--- src/rtl/core/ps2mpt_pkg.sv ---
// Shared types and constants for the PS/2 mouse packet tracker.
// No dependencies; imported by every module of the block.
package ps2mpt_pkg;

    localparam int POSITION_WIDTH_DEFAULT = 16;

    // Reset values
    localparam int POS_X_RESET     = 40;
    localparam int POS_Y_RESET     = 25;
    localparam int COLUMNS_RESET   = 80;
    localparam int ROWS_RESET      = 50;

    // Grid limits
    localparam int COLUMNS_MAX     = 128;
    localparam int ROWS_MAX        = 64;

    // Flag byte bit positions
    localparam int FLAG_ALWAYS_ONE = 3;
    localparam int FLAG_X_SIGN     = 4;
    localparam int FLAG_Y_SIGN     = 5;
    localparam int FLAG_X_OVERFLOW = 6;
    localparam int FLAG_Y_OVERFLOW = 7;

    // Depth of the packet queue between framing and tracking
    localparam int QUEUE_DEPTH     = 4;

    localparam int APB_ADDR_WIDTH  = 3;

    typedef enum logic {
        REG_TEXT_COLUMNS = 1'b0,
        REG_TEXT_ROWS    = 1'b1
    } reg_index_t;

    // One framed packet
    typedef struct packed {
        logic [2:0] buttons;
        logic [8:0] delta_x;
        logic [8:0] delta_y;
    } packet_t;

endpackage

--- src/rtl/core/ps2mpt_front.sv ---
// Byte framing: collects flag, X and Y bytes into a packet record.
// Depends on ps2mpt_pkg.
module ps2mpt_front (
    input  logic               aclk,
    input  logic               aresetn,
    input  logic               s_valid,
    output logic               s_ready,
    input  logic [7:0]         s_data_byte,
    output logic               push_valid,
    input  logic               push_ready,
    output ps2mpt_pkg::packet_t push_data
);
    import ps2mpt_pkg::*;

    typedef enum logic [1:0] {
        POS_FLAGS = 2'd0,
        POS_X     = 2'd1,
        POS_Y     = 2'd2
    } byte_pos_t;

    byte_pos_t   pos_reg, pos_next;
    logic [7:0]  flags_reg, flags_next;
    logic [8:0]  dx_reg, dx_next;
    logic [8:0]  dy_reg, dy_next;
    logic        take;

    // only the Y byte needs queue space
    assign s_ready = (pos_reg != POS_Y) || push_ready;
    assign take    = s_valid && s_ready;

    always_comb begin
        pos_next   = pos_reg;
        flags_next = flags_reg;
        dx_next    = dx_reg;
        dy_next    = dy_reg;
        push_valid = 1'b0;
        if (take) begin
            unique case (pos_reg)
                POS_FLAGS: begin
                    // out-of-sync byte: stay at flag byte
                    if (s_data_byte[FLAG_ALWAYS_ONE]) begin
                        flags_next = s_data_byte;
                        pos_next   = POS_X;
                    end
                end
                POS_X: begin
                    if (!flags_reg[FLAG_X_OVERFLOW])
                        dx_next = {flags_reg[FLAG_X_SIGN], s_data_byte};
                    pos_next = POS_Y;
                end
                POS_Y: begin
                    if (!flags_reg[FLAG_Y_OVERFLOW])
                        dy_next = {flags_reg[FLAG_Y_SIGN], s_data_byte};
                    pos_next   = POS_FLAGS;
                    push_valid = 1'b1;
                end
                default: begin
                    pos_next = POS_FLAGS;
                end
            endcase
        end
    end

    assign push_data.buttons = flags_reg[2:0];
    assign push_data.delta_x = dx_reg;
    assign push_data.delta_y = dy_next;

    always_ff @(posedge aclk) begin
        if (!aresetn) begin
            pos_reg   <= POS_FLAGS;
            flags_reg <= '0;
            dx_reg    <= '0;
            dy_reg    <= '0;
        end else begin
            pos_reg   <= pos_next;
            flags_reg <= flags_next;
            dx_reg    <= dx_next;
            dy_reg    <= dy_next;
        end
    end

endmodule

--- src/rtl/core/ps2mpt_queue.sv ---
// Small packet queue between framing and position tracking.
// Depends on ps2mpt_pkg.
module ps2mpt_queue (
    input  logic                aclk,
    input  logic                aresetn,
    input  logic                wr_valid,
    output logic                wr_ready,
    input  ps2mpt_pkg::packet_t wr_data,
    output logic                rd_valid,
    input  logic                rd_ready,
    output ps2mpt_pkg::packet_t rd_data
);
    import ps2mpt_pkg::*;

    localparam int AW = $clog2(QUEUE_DEPTH);

    packet_t         mem [QUEUE_DEPTH];
    logic [AW-1:0]   wr_ptr_reg, rd_ptr_reg;
    logic [AW:0]     count_reg, count_next;
    logic            do_wr, do_rd;

    assign wr_ready = (count_reg != (AW+1)'(QUEUE_DEPTH));
    assign rd_valid = (count_reg != '0);
    assign do_wr    = wr_valid && wr_ready;
    assign do_rd    = rd_valid && rd_ready;
    assign rd_data  = mem[rd_ptr_reg];

    always_comb begin
        count_next = count_reg;
        if (do_wr && !do_rd)
            count_next = count_reg + 1'b1;
        else if (do_rd && !do_wr)
            count_next = count_reg - 1'b1;
    end

    always_ff @(posedge aclk) begin
        if (do_wr)
            mem[wr_ptr_reg] <= wr_data;
    end

    always_ff @(posedge aclk) begin
        if (!aresetn) begin
            wr_ptr_reg <= '0;
            rd_ptr_reg <= '0;
            count_reg  <= '0;
        end else begin
            if (do_wr)
                wr_ptr_reg <= wr_ptr_reg + 1'b1;
            if (do_rd)
                rd_ptr_reg <= rd_ptr_reg + 1'b1;
            count_reg <= count_next;
        end
    end

endmodule

--- src/rtl/core/ps2mpt_back.sv ---
// Position tracking pipeline: update, scale and clamp, buffer offset.
// Depends on ps2mpt_pkg.
module ps2mpt_back #(
    parameter int POSITION_WIDTH = ps2mpt_pkg::POSITION_WIDTH_DEFAULT
) (
    input  logic                aclk,
    input  logic                aresetn,
    input  logic [7:0]          text_columns,
    input  logic [6:0]          text_rows,
    input  logic                pop_valid,
    output logic                pop_ready,
    input  ps2mpt_pkg::packet_t pop_data,
    output logic                m_valid,
    input  logic                m_ready,
    output logic [2:0]          m_buttons,
    output logic signed [8:0]   m_delta_x,
    output logic signed [8:0]   m_delta_y,
    output logic [12:0]         m_pointer_x,
    output logic [12:0]         m_pointer_y,
    output logic [6:0]          m_cell_column,
    output logic [5:0]          m_cell_row,
    output logic [14:0]         m_buffer_offset
);
    import ps2mpt_pkg::*;

    localparam int W  = POSITION_WIDTH;
    localparam int PW = W - 2;
    localparam int EW = (PW > 13) ? PW : 13;

    logic          adv;

    // stage 1: positions
    logic [W-1:0]  pos_x_reg, pos_y_reg;
    logic          s1_valid_reg;
    packet_t       s1_pkt_reg;

    // stage 2: scaled and clamped
    logic          s2_valid_reg;
    packet_t       s2_pkt_reg;
    logic [12:0]   s2_px_reg, s2_py_reg;
    logic [6:0]    s2_col_reg;
    logic [5:0]    s2_row_reg;
    logic [7:0]    s2_cols_reg;

    logic [EW-1:0] px_wide, py_wide;
    logic [7:0]    cols_eff, col_full;
    logic [6:0]    rows_eff, row_full;
    logic [13:0]   cell_index;

    // whole pipe moves together; queue absorbs stalls
    assign adv       = !m_valid || m_ready;
    assign pop_ready = adv;

    // negative position divides toward zero to <= 0, then clamps to zero
    assign px_wide = pos_x_reg[W-1] ? '0 : EW'(pos_x_reg[W-1:2]);
    assign py_wide = pos_y_reg[W-1] ? '0 : EW'(pos_y_reg[W-1:2]);

    always_comb begin
        if (text_columns == '0)
            cols_eff = 8'd1;
        else if (text_columns > 8'(COLUMNS_MAX))
            cols_eff = 8'(COLUMNS_MAX);
        else
            cols_eff = text_columns;
        if (text_rows == '0)
            rows_eff = 7'd1;
        else if (text_rows > 7'(ROWS_MAX))
            rows_eff = 7'(ROWS_MAX);
        else
            rows_eff = text_rows;
    end

    assign col_full = (px_wide >= EW'(cols_eff)) ? cols_eff - 8'd1 : px_wide[7:0];
    assign row_full = (py_wide >= EW'(rows_eff)) ? rows_eff - 7'd1 : py_wide[6:0];

    assign cell_index = 14'(s2_row_reg) * 14'(s2_cols_reg) + 14'(s2_col_reg);

    always_ff @(posedge aclk) begin
        if (adv) begin
            s1_pkt_reg      <= pop_data;
            s2_pkt_reg      <= s1_pkt_reg;
            s2_px_reg       <= px_wide[12:0];
            s2_py_reg       <= py_wide[12:0];
            s2_col_reg      <= col_full[6:0];
            s2_row_reg      <= row_full[5:0];
            s2_cols_reg     <= cols_eff;
            m_buttons       <= s2_pkt_reg.buttons;
            m_delta_x       <= s2_pkt_reg.delta_x;
            m_delta_y       <= s2_pkt_reg.delta_y;
            m_pointer_x     <= s2_px_reg;
            m_pointer_y     <= s2_py_reg;
            m_cell_column   <= s2_col_reg;
            m_cell_row      <= s2_row_reg;
            m_buffer_offset <= {cell_index, 1'b0};
        end
    end

    always_ff @(posedge aclk) begin
        if (!aresetn) begin
            pos_x_reg    <= W'(POS_X_RESET);
            pos_y_reg    <= W'(POS_Y_RESET);
            s1_valid_reg <= 1'b0;
            s2_valid_reg <= 1'b0;
            m_valid      <= 1'b0;
        end else if (adv) begin
            if (pop_valid) begin
                pos_x_reg <= pos_x_reg
                           + {{(W-9){pop_data.delta_x[8]}}, pop_data.delta_x};
                pos_y_reg <= pos_y_reg
                           - {{(W-9){pop_data.delta_y[8]}}, pop_data.delta_y};
            end
            s1_valid_reg <= pop_valid;
            s2_valid_reg <= s1_valid_reg;
            m_valid      <= s2_valid_reg;
        end
    end

endmodule

--- src/rtl/core/ps2_mouse_packet_tracker_core.sv ---
// PS/2 mouse packet tracker, top level with configuration registers.
// Depends on ps2mpt_pkg, ps2mpt_front, ps2mpt_queue, ps2mpt_back.
//
// Usage:
//   s_ channel: one mouse byte per transfer (valid/ready). Bytes are framed
//   into three-byte packets; a flag byte without bit 3 set is dropped.
//   m_ channel: one result per complete packet with buttons, deltas,
//   pointer position, text cell and text buffer offset.
//   APB port: register 0 text_columns at 0x0, register 1 text_rows at 0x4.
//   Write only while no packet is in flight.
// Throughput: one byte per cycle while s_ready is high. The framing stage needs queue
//   space only for the third byte of a packet.
// Path: after the third byte is transferred, the result passes through the
//   queue, position update stage, scale/clamp stage and output register.
// Reset: framing restarts at the flag byte, held deltas clear, position
//   returns to (40, 25), grid returns to 80 x 50. No clearing pass.
// Stall: while m_ready is low the tracking pipeline holds; the 4-entry
//   packet queue fills, and once full the third byte of a packet waits.
module ps2_mouse_packet_tracker_core #(
    parameter int POSITION_WIDTH = ps2mpt_pkg::POSITION_WIDTH_DEFAULT
) (
    input  logic                                  aclk,
    input  logic                                  aresetn,
    input  logic                                  s_valid,
    output logic                                  s_ready,
    input  logic [7:0]                            s_data_byte,
    output logic                                  m_valid,
    input  logic                                  m_ready,
    output logic [2:0]                            m_buttons,
    output logic signed [8:0]                     m_delta_x,
    output logic signed [8:0]                     m_delta_y,
    output logic [12:0]                           m_pointer_x,
    output logic [12:0]                           m_pointer_y,
    output logic [6:0]                            m_cell_column,
    output logic [5:0]                            m_cell_row,
    output logic [14:0]                           m_buffer_offset,
    input  logic                                  psel,
    input  logic                                  penable,
    input  logic                                  pwrite,
    input  logic [ps2mpt_pkg::APB_ADDR_WIDTH-1:0] paddr,
    input  logic [31:0]                           pwdata,
    output logic [31:0]                           prdata,
    output logic                                  pready
);
    import ps2mpt_pkg::*;

    logic [7:0]  columns_reg;
    logic [6:0]  rows_reg;
    reg_index_t  reg_sel;
    logic        cfg_wr;

    logic        push_valid, push_ready;
    packet_t     push_data;
    logic        pop_valid, pop_ready;
    packet_t     pop_data;

    assign pready  = 1'b1;
    assign reg_sel = reg_index_t'(paddr[2]);
    assign cfg_wr  = psel && penable && pwrite && pready;

    always_comb begin
        unique case (reg_sel)
            REG_TEXT_COLUMNS: prdata = {24'd0, columns_reg};
            REG_TEXT_ROWS:    prdata = {25'd0, rows_reg};
            default:          prdata = '0;
        endcase
    end

    always_ff @(posedge aclk) begin
        if (!aresetn) begin
            columns_reg <= 8'(COLUMNS_RESET);
            rows_reg    <= 7'(ROWS_RESET);
        end else if (cfg_wr) begin
            unique case (reg_sel)
                REG_TEXT_COLUMNS: columns_reg <= pwdata[7:0];
                REG_TEXT_ROWS:    rows_reg    <= pwdata[6:0];
                default:          ;
            endcase
        end
    end

    ps2mpt_front u_front (
        .aclk        (aclk),
        .aresetn     (aresetn),
        .s_valid     (s_valid),
        .s_ready     (s_ready),
        .s_data_byte (s_data_byte),
        .push_valid  (push_valid),
        .push_ready  (push_ready),
        .push_data   (push_data)
    );

    ps2mpt_queue u_queue (
        .aclk     (aclk),
        .aresetn  (aresetn),
        .wr_valid (push_valid),
        .wr_ready (push_ready),
        .wr_data  (push_data),
        .rd_valid (pop_valid),
        .rd_ready (pop_ready),
        .rd_data  (pop_data)
    );

    ps2mpt_back #(
        .POSITION_WIDTH (POSITION_WIDTH)
    ) u_back (
        .aclk            (aclk),
        .aresetn         (aresetn),
        .text_columns    (columns_reg),
        .text_rows       (rows_reg),
        .pop_valid       (pop_valid),
        .pop_ready       (pop_ready),
        .pop_data        (pop_data),
        .m_valid         (m_valid),
        .m_ready         (m_ready),
        .m_buttons       (m_buttons),
        .m_delta_x       (m_delta_x),
        .m_delta_y       (m_delta_y),
        .m_pointer_x     (m_pointer_x),
        .m_pointer_y     (m_pointer_y),
        .m_cell_column   (m_cell_column),
        .m_cell_row      (m_cell_row),
        .m_buffer_offset (m_buffer_offset)
    );

endmodule
--- config.mk ---
export PLATFORM = sky130hd
export DESIGN_NAME = ps2_mouse_packet_tracker_core
export DESIGN_NICKNAME = d
export VERILOG_FILES = /design/src/rtl/core/ps2mpt_pkg.sv /design/src/rtl/core/ps2mpt_front.sv /design/src/rtl/core/ps2mpt_queue.sv /design/src/rtl/core/ps2mpt_back.sv /design/src/rtl/core/ps2_mouse_packet_tracker_core.sv
export SDC_FILE = /design/constraint.sdc
export NUM_CORES = 1
export LEC_CHECK = 0
export ABC_AREA = 1
export BUFFER_PORTS_ARGS = -buffer_cell sky130_fd_sc_hd__buf_2
export CAP_MARGIN = 15
export CELL_PAD_IN_SITES_DETAIL_PLACEMENT = 0
export CELL_PAD_IN_SITES_GLOBAL_PLACEMENT = 1
export CORE_MARGIN = 2
export CORE_UTILIZATION = 42
export DETAILED_ROUTE_END_ITERATION = 12
export PLACE_DENSITY_LB_ADDON = 0.05
export SLEW_MARGIN = 10
export SYNTH_ARGS = -nofsm -noshare
export SYNTH_HDL_FRONTEND = slang
export SYNTH_SLANG_ARGS = --single-unit
export TNS_END_PERCENT = 100
--- constraint.sdc ---
create_clock -name aclk -period 4.3 [get_ports aclk]
set_input_delay 0.645 -clock aclk [delete_from_list [all_inputs] [get_ports aclk]]
set_output_delay 0.645 -clock aclk [all_outputs]
set_load 0.05 [all_outputs]
==> run summary <==
Share of cells above drive strength 1 - 14.67%
TritonCTS clock tree - yes
Worst hold path depth - 3
Flop2flop setup slack - 0.24 ns
Sw Share - 42.43%
Largest net degree at the start of global routing - 77
Final GP Congestion - 0.8023
Boundary pin count - 160
Placed cell count - 2179
GRT overflow - 0
Final hold viol count - 0
Lkg Pwr - 0.008472 µW
Sw power - 6537 µW
Most common cell in the netlist - nand2_1
Synth top area cells - edfxtp_1, dfxtp_1, ha_1
Sequential Power Share - 33.0%
Required time worst endpoint - 4.60 ns
Pre-CTS setup slack - 0.05330 ns
Cells after Synth - 1574
Core ar. - 37670 µm²
Routed Antenna Nets - 0
Crit-path max FO - 5
Clock power frac - 21.0%
Post-Synth XOR/XNOR Area - 1.524%
R2r startpoint - u_back.s2_cols_reg[3]$_DFFE_PP_
DRT iter0 DRCs - 590
Port buffer count - 107
WP data arrival - 4.37 ns
Async set-reset flop share out of synthesis - 0%
Setup crit end kind - register
Hold path endpoint - rows_reg[2]$_SDFFE_PN0P_
Crit start category - register
Vias - 10740
Post-synth top area share - 46.09%
Final WL - 34960 µm
Via/cell ratio - 4.762
P&R area growth vs syn - 15.36%
Combinational family with the most area after synthesis - simple AND/OR/NAND/NOR gates
Crit Path Category - reg2reg
PD cells - 830.0 nW/µm²
Htree depth - 2
Num CTS Buffers - 38
Clk_lat worst skew - 0.56 ns
DP Area - 17210 µm²
Initial antenna violation count - 0
Final Cycle Share - 94.53%
Maximum VDD drop - 0.0005399 V
Post-Layout Cell Count - 2256
Max Slew Vio Count - 0
Seq cells post-synth - 333
Fin area - 18560 µm²
HP Class - in2reg
Die Height - 199.7 µm
Status - finished clean
Final HPWL DP - 24500 µm
Synth warn - 0
Synth cell types - 50
Max-Cap Viols - 0
Mean Syn Cell Area - 10.22 µm²
Adder-Cell Fraction of Synth Area - 10.59%
GRT Util Overall - 18.15%
Internal power - 8870 µW
Fmax - 246.0 MHz
Setup Viol. Count Final - 0
Diode count - 0
Drt wl/cell - 15.50 µm
Crit path time final - 4.065 ns
Sequential-to-total area share from yosys stat - 56.79%
Hold buffer count at cts - 0
Root buf cell - clkbuf_16
DIE WIDTH - 199.7 µm
Number of flops mapped to enable cells by yosys - 247
Worst Reg2Reg Path Length in Cells - 17
Initial core utilization - 42.72%
DRC - 0
HP Start - pwdata[2]
Synth Area in Compound Gates - 9.214%
Final worst slack - 0.2352 ns
Clock Path Buffers - 3
Die footprint - 39900 µm²
Synth Cell Area - 16090 µm²
First-pass GRT wire length - 55950 µm
Mux contribution to synthesized area - 0%
1st-pass router iterations - 5
Fin nets - 1882
Cell taking the most area after synthesis - edfxtp_1
Main synth FF type - edfxtp_1
Clock Skew - 0.01656 ns
Comb pwr share - 46.0%
Slew margin rel. - 38.33%
Rows - 71
Worst reg2reg endpoint - u_back.m_buffer_offset[14]$_DFFE_PP_
Most frequent cells after synthesis - nand2_1, edfxtp_1, inv_1, nor2_1, a21oi_1
Number of flip-flops in the largest register - 84
Post-synthesis simple-gate area fraction - 14.03%
Slew of the pin with the lowest slew margin - 0.9251 ns
Worst-path clk slew - 0.06 ns
TritonCTS sink count - 333
Vias in the first global route - 10550
[worst max-delay path by stage]
| stage | start | end | slack, ns | depth (start not counted) |
|---|---|---|---|---|
| 6_report | u_back.s2_cols_reg[3]$_DFFE_PP_ | u_back.m_buffer_offset[14]$_DFFE_PP_ | 0.24 | 17 |
| 4_1_cts | u_back.s2_cols_reg[3]$_DFFE_PP_ | u_back.m_buffer_offset[13]$_DFFE_PP_ | 0.06 | 16 |
| 2_1_floorplan | u_back.s2_row_reg[5]$_DFFE_PP_ | u_back.m_buffer_offset[11]$_DFFE_PP_ | 0.19 | 15 |
| 3_3_place_gp | u_back.s2_cols_reg[3]$_DFFE_PP_ | u_back.m_buffer_offset[13]$_DFFE_PP_ | 0.07 | 16 |
| 5_1_grt | u_back.s2_cols_reg[3]$_DFFE_PP_ | u_back.m_buffer_offset[14]$_DFFE_PP_ | -0.01 | 17 |
| 3_5_place_dp | u_back.s2_cols_reg[3]$_DFFE_PP_ | u_back.m_buffer_offset[13]$_DFFE_PP_ | 0.05 | 16 |
[cells in the final DEF, fill, tap and decap left out, drive strengths merged]
master | synthesis | routed
a211oi | 10 | 10
a21o | 3 | 3
a21oi | 129 | 129
a32oi | 8 | 8
and2 | 2 | 2
and3 | 1 | 1
buf | 43 | 147
bufinv | 0 | 4
clkbuf | 27 | 43
clkinv | 1 | 15
clkinvlp | 0 | 7
conb | 2 | 26
dfxtp | 86 | 86
edfxtp | 247 | 247
fa | 32 | 32
ha | 85 | 85
inv | 225 | 227
nand2 | 279 | 279
nand3 | 55 | 55
nand3b | 4 | 4
nand4 | 14 | 14
nor2 | 148 | 148
nor3 | 9 | 9
nor4 | 4 | 4
o211a | 1 | 1
o211ai | 5 | 5
o21a | 2 | 2
o21ai | 97 | 97
o21bai | 3 | 3
o22ai | 11 | 11
o31ai | 1 | 1
or2 | 12 | 12
xnor2 | 7 | 7
xor2 | 21 | 21
[per-layer routing]
| metal | part of all wire [%] | wire (µm) | global-route usage [%] | vias to the layer above |
|---|---|---|---|---|
| met5 | 0 | 0 | 0 | - |
| met4 | 2.1 | 748 | 5.103 | 0 |
| met3 | 3.9 | 1361 | 3.595 | 49 |
| met2 | 47 | 16390 | 30.25 | 176 |
| met1 | 47 | 16460 | 24.18 | 5011 |
| li1 | - | - | - | 5506 |
[worst max-delay path: stages, from the launching register on]
cell      delay (ns)
edfxtp_1        0.42
buf_4           0.17
nand2_1         0.05
inv_1           0.05
fa_1            0.46
fa_1            0.51
fa_1            0.54
inv_1           0.05
fa_1            0.49
inv_1           0.06
ha_4            0.26
a21oi_1         0.15
o21ai_0         0.11
a21oi_2         0.18
inv_1           0.06
nand2_1         0.05
nand2_1         0.05
xor2_1          0.14
[power by group through the flow]
stage               clock network (µW)  logic [µW]  registers (µW)
detailed placement                   0        7020            5160
CTS                               3340        7060            5120
finish                            3240        7080            5090
global route                      3470        8070            5200
global placement                     0        7000            5140
floorplan                            0        4140            6280
[cell families (layout without fill, tap and decap cells)]
| kind of cell | after synthesis | after routing |
|---|---|---|
| AOI/OAI and AO/OA | 270 | 270 |
| other | 2 | 26 |
| adders and majority gates | 117 | 117 |
| xor gates and xnor gates | 28 | 28 |
| buffers and inverters | 296 | 443 |
| DFF | 333 | 333 |
| and+or+nand+nor | 528 | 528 |
[timing repair]
action / 4_1_cts / 5_1_grt
setup buffers: 0 / 7
resized for setup: 0 / 7
setup endpoints to repair: 0 / 6
[metrics by stage]
step                power [µW]  utilization, %  hold WS [ns]  TNS (ns)
floorplan                10420               -        0.4003         0
global placement         12140           45.70        0.4011         0
detailed placement       12180           45.70        0.4045         0
CTS                      15520           49.05        0.3043         0
global route             16740           49.28        0.3153  -0.01330
finish                   15410           49.28        0.3367         0
[cell type report]
type                            instances  area [µm²]
Fill cell                            3629       19100
Sequential cell                       333        9139
Multi-Input combinational cell        969        5832
Clock buffer                           43       989.7
Inverter                              226       855.8
Timing Repair Buffer                  147       835.8
Tap cell                              511       639.4
Clock inverter                         27       271.5
Note: power is estimated with default switching activity, not from simulation.
